$ cat src/design/assert_macros.svh
// assertion helpers
`ifndef ASSERT_MACROS_SVH
`define ASSERT_MACROS_SVH
`define ASSERT_CLK(lbl, prop, msg) \
  lbl: assert property (@(posedge clk) disable iff (!rst_n) (prop)) else $error(msg);
`define ASSERT_NEVER(lbl, cond, msg) \
  lbl: assert property (@(posedge clk) disable iff (!rst_n) !(cond)) else $error(msg);
`endif

$ cat src/design/w3c_pkg.sv
package w3c_pkg;
  localparam int MaxWidth = 2048;
  localparam int AddrW = $clog2(MaxWidth);
  localparam int QDepth = 4;
  localparam int QAddrW = $clog2(QDepth);
  localparam logic [1:0] CfgWidth = 2'd0;
  localparam logic [1:0] CfgHeight = 2'd1;
  localparam logic [1:0] CfgKernel = 2'd2;

  // one window job handed from front to back
  typedef struct packed {
    logic [8:0][7:0] win;
    logic            do_a;
    logic            do_b;
    logic            do_c;
    logic            do_d;
    logic [15:0]     row;
    logic [10:0]     col;
  } job_t;

  typedef struct packed {
    logic [7:0]  pix;
    logic [15:0] row;
    logic [10:0] col;
    logic        run_last;
    logic        frame_done;
  } res_t;
endpackage

$ cat src/design/w3c_back.sv
module w3c_back (
  input  logic          clk,
  input  logic          rst_n,
  input  logic          job_valid,
  output logic          job_ready,
  input  w3c_pkg::job_t job,
  input  logic [35:0]   coeffs,
  input  logic [11:0]   w_eff,
  input  logic [15:0]   h_eff,
  output logic          res_valid,
  input  logic          res_ready,
  output w3c_pkg::res_t res
);
  import w3c_pkg::*;
  `include "assert_macros.svh"

  // job queue
  job_t q_r [QDepth];
  logic [QAddrW-1:0] wp_r, rp_r;
  logic [QAddrW:0]   cnt_r;
  logic [1:0]        sub_r;
  job_t hj;
  logic [3:0] mask;
  logic [1:0] sel;
  logic       has, more, emit, pop, push;
  logic [1:0] nsub;

  assign job_ready = cnt_r < (QAddrW+1)'(QDepth);
  assign push = job_valid && job_ready;
  assign hj = q_r[rp_r];
  assign mask = {hj.do_d, hj.do_c, hj.do_b, hj.do_a};

  // pick next subresult at or after sub_r
  always_comb begin
    has = 1'b0;
    sel = '0;
    for (int i = 3; i >= 0; i--) begin
      if (mask[i] && 2'(i) >= sub_r) begin
        has = 1'b1;
        sel = 2'(i);
      end
    end
    more = 1'b0;
    for (int i = 0; i < 4; i++) begin
      if (mask[i] && 2'(i) > sel) more = 1'b1;
    end
  end

  // output stage: mac stage then result register
  logic       m_v_r;
  logic signed [15:0] m_acc_r;
  logic [15:0] m_row_r;
  logic [10:0] m_col_r;
  logic        m_last_r, m_fd_r;
  logic        o_v_r;
  res_t        o_r;
  logic        m_adv;
  logic signed [15:0] m_acc_nxt;
  logic [15:0] m_row_nxt;
  logic [10:0] m_col_nxt;
  logic        m_fd_nxt;

  assign m_adv = !m_v_r || !o_v_r || res_ready;
  assign emit = cnt_r != '0 && (has || 1'b1) && m_adv;
  assign pop = emit && (!has || !more);
  assign nsub = sel + 2'd1;

  always_comb begin
    logic signed [15:0] a;
    logic [1:0] rs [3];
    logic [1:0] cs [3];
    logic [15:0] r;
    logic [11:0] c;
    a = '0;
    for (int k = 0; k < 3; k++) begin
      rs[k] = sel[1] ? ((k == 0) ? 2'd1 : 2'd2) : 2'(k);
      cs[k] = sel[0] ? ((k == 0) ? 2'd1 : 2'd2) : 2'(k);
    end
    for (int i = 0; i < 3; i++)
      for (int j = 0; j < 3; j++)
        a = a + $signed({8'd0, hj.win[rs[i]*3+cs[j]]}) *
                $signed(coeffs[(i*3+j)*4 +: 4]);
    m_acc_nxt = a;
    r = sel[1] ? hj.row : hj.row - 16'd1;
    c = sel[0] ? {1'b0, hj.col} : {1'b0, hj.col} - 12'd1;
    m_row_nxt = r;
    m_col_nxt = c[10:0];
    m_fd_nxt = (r == h_eff - 16'd1) && (c == w_eff - 12'd1);
  end

  always_ff @(posedge clk) begin
    if (!rst_n) begin
      wp_r <= '0; rp_r <= '0; cnt_r <= '0; sub_r <= '0;
      m_v_r <= 1'b0; o_v_r <= 1'b0;
    end else begin
      if (push) wp_r <= wp_r + 1'b1;
      if (pop) begin
        rp_r <= rp_r + 1'b1;
        sub_r <= '0;
      end else if (emit) begin
        sub_r <= nsub;
      end
      cnt_r <= cnt_r + (QAddrW+1)'(push) - (QAddrW+1)'(pop);
      if (m_adv) m_v_r <= emit && has;
      if (!o_v_r || res_ready) o_v_r <= m_v_r;
    end
  end

  always_ff @(posedge clk) begin
    if (push) q_r[wp_r] <= job;
    if (m_adv) begin
      m_acc_r <= m_acc_nxt;
      m_row_r <= m_row_nxt;
      m_col_r <= m_col_nxt;
      m_last_r <= !more;
      m_fd_r <= m_fd_nxt;
    end
    if (!o_v_r || res_ready) begin
      o_r.pix <= m_acc_r < 0 ? 8'd0 : (m_acc_r > 16'sd255 ? 8'd255 : m_acc_r[7:0]);
      o_r.row <= m_row_r;
      o_r.col <= m_col_r;
      o_r.run_last <= m_last_r;
      o_r.frame_done <= m_fd_r;
    end
  end

  assign res_valid = o_v_r;
  assign res = o_r;

  `ASSERT_CLK(a_stall, o_v_r && !res_ready |=> o_v_r && $stable(o_r), "result dropped")
  `ASSERT_CLK(a_cnt, cnt_r <= (QAddrW+1)'(QDepth), "queue overflow")
  `ASSERT_NEVER(a_pop_empty, pop && cnt_r == '0, "pop from empty queue")
endmodule
$ cat config.mk
export PLATFORM = sky130hd
export DESIGN_NAME = w3c_back
export DESIGN_NICKNAME = d
export VERILOG_FILES = /design/src/design/w3c_pkg.sv /design/src/design/w3c_back.sv
export VERILOG_INCLUDE_DIRS = /design/src /design/src/design
export SDC_FILE = /design/constraint.sdc
export NUM_CORES = 1
export LEC_CHECK = 0
export ABC_AREA = 1
export BUFFER_PORTS_ARGS = -buffer_cell sky130_fd_sc_hd__buf_4
export CAP_MARGIN = 20
export CORE_ASPECT_RATIO = 0.6
export CORE_UTILIZATION = 56
export DETAILED_ROUTE_END_ITERATION = 6
export PLACE_DENSITY = 0.77
export SKIP_LAST_GASP = 1
export SLEW_MARGIN = 20
export SYNTH_ARGS = -nofsm -noshare
export SYNTH_HDL_FRONTEND = slang
export SYNTH_SLANG_ARGS = --single-unit
$ cat constraint.sdc
create_clock -name clk -period 8.7 [get_ports clk]
set_input_delay 2.61 -clock clk [delete_from_list [all_inputs] [get_ports clk]]
set_output_delay 2.61 -clock clk [all_outputs]
set_load 0.1 [all_outputs]
==> results_dict.tcl, run 1 <==
set metrics [dict create \
    maxCapViolCount 0 \
    crit_fanout 5 \
    finClkSkew_ns 0.0294 \
    synth_seq_cells 507 \
    cts_tree "done" \
    wl_per_cell_microns 20.7 \
    r2r_slack_ns 0.17 \
    drt_iter0_drc 3229 \
    io_pins 210 \
    drt-pass1-iter-count 7 \
    hpwl_mm 73.2 \
    syn_area_sq_mm 0.0338 \
    crit_type "reg2reg" \
    vias 26000 \
    status "finished with violations" \
    r2r_end "m_acc_r[13]" \
    synth.avg_cell_area_sq_um 9.97 \
    grt_max_degree 141 \
    clkLatencyLatePin_ns 0.62 \
    regArea_sq_mm 0.0151 \
    grt-busiest-layer "met1" \
    fin_nets 4468 \
    async_flop_share_pct 0 \
    nFillCells 4371 \
    htree_num_levels 2 \
    multi_input_area_sq_mm 0.0163 \
    violations "design-rule violations" \
    hp-class "reg2reg" \
    grt_pass1_wl_mm 144 \
    fin_crit_ns 8.53 \
    period_share_pct 98.1 \
    grt_use_total_pct 31.6 \
    wl_mm 97.2 \
    fmax_ghz 0.117 \
    max_stage_delay_ns 0.58 \
    die_h_microns 192 \
    antenna_left 0 \
    start_util_pct 56.9 \
    worstPathRequired_ns 9.04 \
    core_area_sq_mm 0.0594 \
    worst-r2r-cell-count 38 \
    worstMarginPinSlew_ns 1.06 \
    gr-usage-met2_pct 43.4 \
    met3_usage_pct 11.2 \
    groute.layer.met1.usage_pct 48.1 \
    endpoint_kind "flop" \
    clk_pin_slew_worst_paths_ns 0.07 \
    die_w_microns 319 \
    finalHoldViolCount 0 \
    row_count 69 \
    antenna_found_initial 4 \
    yosysWarnings 0 \
    slew_headroom_pct 29.0 \
    endpoint "m_acc_r[13]" \
    synth-main-ff-cell "edfxtp_1" \
    maxSlewViolCount 0 \
    cts_hold_buf 0 \
    drive_gt1_share_pct 20.5 \
    yosysUniqueCellTypes 56 \
    grt_pass1_vias 24500 \
    synthesis.instances 3388 \
    cp_common_cell "fa_1" \
    grt_overflow 0 \
    place.gp.congestion 1.03 \
    cts_root_buf "clkbuf_16" \
    clock_sinks 507 \
    syn-num-nets 3984 \
    cts_made_buffers 46 \
    cp_slowest_cell "fa_1" \
    synth_seq_area_share_pct 44.7 \
    die-area_sq_mm 0.0613 \
    area_growth_pct 19.9 \
    clockBufferDepth 3 \
    viasPerCell 5.53 \
    critical_path.startpoint_type "flop" \
    setup_viol 0 \
    io_buffers 209 \
    synth-edff-count 494 \
    remaining_drc_errors 1 \
    arrival_ns 8.87 \
    final_core_utilization_pct 68.2 \
]
-- layout make-up --
class                   count  share of cell area [%]
diodes                      6                  0.0371
clock buffers              50                    2.88
clock inverters            32                   0.960
inverters                 585                    5.48
multi-input cells        2189                    40.1
flip-flops and latches    507                    37.3
well taps                 781                    2.41
repair buffers            543                    10.8
-- cell families (layout without fill, tap and decap cells) --
kind of cell	Yosys count	in the layout	synth area share (%)
flops	507	507	44.7
fa+ha+maj	425	425	22.5
compound gates	330	330	5.57
simple gates	1379	1379	17.2
other cells	0	6	0
buf+inv	692	1210	8.52
mux	1	1	0.0296
xor+xnor	54	54	1.48
-- through the flow --
step | setup slack, ns | instance area [sq um] | std cells | hold WS (ns) | TNS (ns)
floorplan | 0.00216 | 33800 | 3388 | 0.400 | 0
global placement | -0.353 | 38100 | 4577 | 0.403 | -1.61
detailed placement | -0.427 | 38100 | 4577 | 0.405 | -2.19
CTS | 0.0191 | 39800 | 4663 | 0.413 | 0
global route | -0.106 | 40500 | 4691 | 0.425 | -0.193
finish | 0.165 | 40500 | 4693 | 0.415 | 0
-- routing by layer --
layer  vias to the layer above  part of all wire, %
li1                      11800                    -
met1                     12500                   43
met2                      1458                   41
met3                       150                   15
met4                         0                  2.0
met5                         -                    0
-- repair_timing --
item / in CTS / in global routing
setup buffers: 4 / 24
endpoints found under the setup margin: 6 / 10
cloned: 0 / 4
pin swaps: 2 / 93
gates resized for setup: 13 / 166
-- how the worst min path moves through the flow --
stage / cells past startpoint / slack [ns] / from / endpoint
floorplan: 0 / 0.40 / m_fd_r / res[0]
CTS: 0 / 0.41 / m_row_r[8] / res[21]
finish: 0 / 0.41 / m_row_r[8] / res[21]
detailed placement: 0 / 0.40 / m_row_r[9] / res[22]
global route: 0 / 0.43 / m_col_r[1] / res[3]
global placement: 0 / 0.40 / m_row_r[10] / res[23]
-- cells in the mapped netlist, types with 5 or more instances --
cell / count / area share, %
nor2_4: 6 / 0.20
buf_1: 9 / 0.10
xor2_1: 38 / 0.99
o22ai_1: 25 / 0.46
nand3_2: 7 / 0.21
ha_1: 119 / 4.4
o22a_1: 5 / 0.13
buf_6: 19 / 0.63
edfxtp_1: 494 / 44
nand2_2: 19 / 0.35
inv_1: 575 / 6.4
clkbuf_1: 20 / 0.22
or2_2: 6 / 0.11
a211oi_1: 7 / 0.16
nand3b_1: 9 / 0.20
o211ai_1: 13 / 0.29
inv_2: 5 / 0.056
fa_1: 306 / 18
a21oi_1: 81 / 1.2
buf_4: 23 / 0.51
nand2_1: 803 / 8.9
nand4_1: 8 / 0.15
xnor2_1: 14 / 0.36
o21ai_0: 163 / 2.4
nand3_1: 218 / 3.2
nor2_1: 272 / 3.0
dfxtp_1: 13 / 0.77
a32o_1: 13 / 0.39
buf_2: 36 / 0.53
o21ai_1: 6 / 0.089
-- worst max-delay path: cells and delay by family, from the launching register on --
family | cells | cell delay (ns)
AO/OA/AOI/OAI | 9 | 1.09
XOR/XNOR | 1 | 0.14
adder cells (fa/ha/maj) | 10 | 4.70
buffers and inverters | 8 | 0.95
flip-flops | 1 | 0.42
AND/OR/NAND/NOR | 10 | 0.97
-- flip-flops by register name, summed over array words and instances (netlist names), 2 cells and up, named ones only --
name / cells
q_r: 412
res: 37
m_acc_r: 16
m_row_r: 16
m_col_r: 11
cnt_r: 3
rp_r: 2
sub_r: 2
wp_r: 2
-- placed cells by master (no fill, tap or decap), drive strengths merged, types with 7 or more instances in the layout --
cell / netlist / final
a32o: 13 / 13
buf: 87 / 539
nand4: 8 / 8
o211ai: 13 / 13
o21ai: 169 / 169
o22ai: 27 / 27
nand2: 825 / 825
nand3: 226 / 226
a21oi: 83 / 83
nor2: 284 / 284
a211oi: 7 / 7
inv: 582 / 585
ha: 119 / 119
xor2: 38 / 38
edfxtp: 494 / 494
xnor2: 14 / 14
fa: 306 / 306
nor3: 8 / 8
nand3b: 9 / 9
clkbuf: 20 / 54
dfxtp: 13 / 13
clkinv: 3 / 21
or2: 13 / 13
Power of run 1 is left out: the tool's default activity adds up to more than one toggle a clock period on the data nets, which glitch-free logic cannot reach.
==> run 2: changes to the inputs <==
Settings changed: BUFFER_PORTS_ARGS -buffer_cell sky130_fd_sc_hd__buf_4 to -buffer_cell sky130_fd_sc_hd__clkbuf_2.
==> run 2 against run 1 <==
The run now ends clean. Sequential share of layout area grew 0.52 points. Wire length increased by 1.3%. Register-to-register slack better by 0.03 ns. Utilization decreased by 0.93 points. Count of clock-buffer cells in the layout shrank 1. Setup slack improved by 0.028 ns. Non-clock buffer count grew 21. Hold slack improved by 0.0028 ns. Maximum frequency increased by 0.33%. Critical endpoint is now m_acc_r[8].
==> results_dict.tcl, run 2 (synthesized netlist as in run 1, its figures left out) <==
set metrics [dict create \
    nFillCells 4508 \
    hp-class "reg2reg" \
    wl_mm 98.4 \
    regMostFlops "q_r" \
    die-area_sq_mm 0.0613 \
    r2r_end "m_acc_r[8]" \
    maxCapViolCount 0 \
    worstMarginPinSlew_ns 1.04 \
    status "completed" \
    vias 25900 \
    io_pins 210 \
    cts_root_buf "clkbuf_16" \
    row_count 69 \
    final_area_sq_mm 0.0400 \
    clkLatencyLatePin_ns 0.63 \
    cp_common_cell "fa_1" \
    met1_length_mm 42.9 \
    cts_tree "done" \
    start_util_pct 56.9 \
    cts_made_buffers 46 \
    grt_overflow 0 \
    worst-r2r-cell-count 36 \
    clk_pin_slew_worst_paths_ns 0.07 \
    endpoint "m_acc_r[8]" \
    mostFrequentLayoutCells "nand2_1 (795), inv_1 (569), edfxtp_1 (494)" \
    maxSlewViolCount 0 \
    crit_type "reg2reg" \
    drt_iter0_drc 3541 \
    worst_slack_ns 0.193 \
    drive_gt1_share_pct 19.8 \
    viasPerCell 5.50 \
    finalHoldViolCount 0 \
    place_ws_ns -0.401 \
    die_w_microns 319 \
    cp_slowest_cell "fa_2" \
    largest_reg_flops 412 \
    area_growth_pct 18.3 \
    cts_hold_buf 0 \
    die_h_microns 192 \
    crit_fanout 9 \
    grt_max_degree 155 \
    place.gp.congestion 1.01 \
    hpwl_mm 75.4 \
    rsz0062_at_grt "yes" \
    antenna_found_initial 6 \
    slew_headroom_pct 30.3 \
    grt_pass1_wl_mm 145 \
    max_stage_delay_ns 0.59 \
    wl_met3_mm 14.8 \
    place_area_sq_mm 0.0379 \
    setup_viol 0 \
    fin_nets 4489 \
    arrival_ns 8.85 \
    route.met2.wl_mm 39.1 \
    critical_path.startpoint_type "flop" \
    core_area_sq_mm 0.0594 \
    grt_pass1_vias 24400 \
    drt-pass1-iter-count 6 \
    worstPathRequired_ns 9.05 \
    finClkSkew_ns 0.0298 \
    period_share_pct 97.8 \
    fin_crit_ns 8.51 \
    maxUsedRoutingLayer "met5" \
    antenna_left 0 \
    htree_num_levels 2 \
    endpoint_kind "flop" \
    r2r_slack_ns 0.19 \
    final_common_cell "nand2_1" \
    remaining_drc_errors 0 \
    clock_sinks 507 \
    clockBufferDepth 3 \
    io_buffers 209 \
    grt_use_total_pct 32.0 \
    fmax_ghz 0.118 \
    wl_per_cell_microns 20.9 \
]
-- run 2: changes by cell type in the layout (fill, tap and decap cells not counted), sizes merged, moves of 2 or more --
| cell | delta |
|---|---|
| clkbuf | +206 |
| buf | -186 |
| clkinv | +4 |
| clkinvlp | +2 |
| diode | -2 |
| inv | -2 |
-- run 2: worst min-delay path by stage --
stage	start	end	slack (ns)	cells after the start
finish	m_row_r[13]	res[26]	0.42	0
detailed placement	m_row_r[0]	res[13]	0.40	0
global placement	m_col_r[1]	res[3]	0.40	0
CTS	m_row_r[0]	res[13]	0.42	0
floorplan	m_fd_r	res[0]	0.40	0
global route	m_col_r[4]	res[6]	0.42	0
-- run 2: per-layer routing --
| metal | vias to the layer above | global-route usage (%) |
|---|---|---|
| li1 | 11900 | - |
| met1 | 12400 | 49.3 |
| met2 | 1494 | 43.2 |
| met3 | 128 | 11.8 |
| met4 | 6 | 5.86 |
| met5 | - | 0 |
-- run 2: layout make-up --
type | instances | area [sq um] | share of cell area [%]
clock buffers | 49 | 1160 | 2.91
repair buffers | 564 | 3970 | 9.92
clock inverters | 37 | 434 | 1.09
inverters | 585 | 2210 | 5.54
diodes | 4 | 10.0 | 0.0250
well taps | 781 | 977 | 2.45
flip-flops and latches | 507 | 15100 | 37.8
multi-input cells | 2189 | 16100 | 40.3
-- run 2: critical path, delay by kind of cell, from the launching register on --
kind            cells  cell delay, ns
buf+inv            11            1.07
fa+ha+maj          10            4.63
compound gates      6            0.96
simple gates        8            0.95
xor+xnor            1            0.18
flops               1            0.44
-- run 2: metrics by stage --
| step | util [%] | cells | hold slack [ns] | setup TNS (ns) |
|---|---|---|---|---|
| after floorplan | - | 3388 | 0.400 | 0 |
| after global placement | 63.7 | 4610 | 0.401 | -1.55 |
| after detailed placement | 63.7 | 4610 | 0.405 | -2.10 |
| after CTS | 66.6 | 4701 | 0.420 | 0 |
| after global routing | 67.3 | 4715 | 0.415 | -0.237 |
| final | 67.3 | 4716 | 0.417 | 0 |
-- run 2: what timing repair did --
item / in CTS / in global routing
buffers inserted: 5 / 9
gates cloned: 0 / 2
pin swaps: 4 / 43
endpoints found under the setup margin: 8 / 9
gates resized for setup: 22 / 101
Power of run 2 is left out for the same reason.
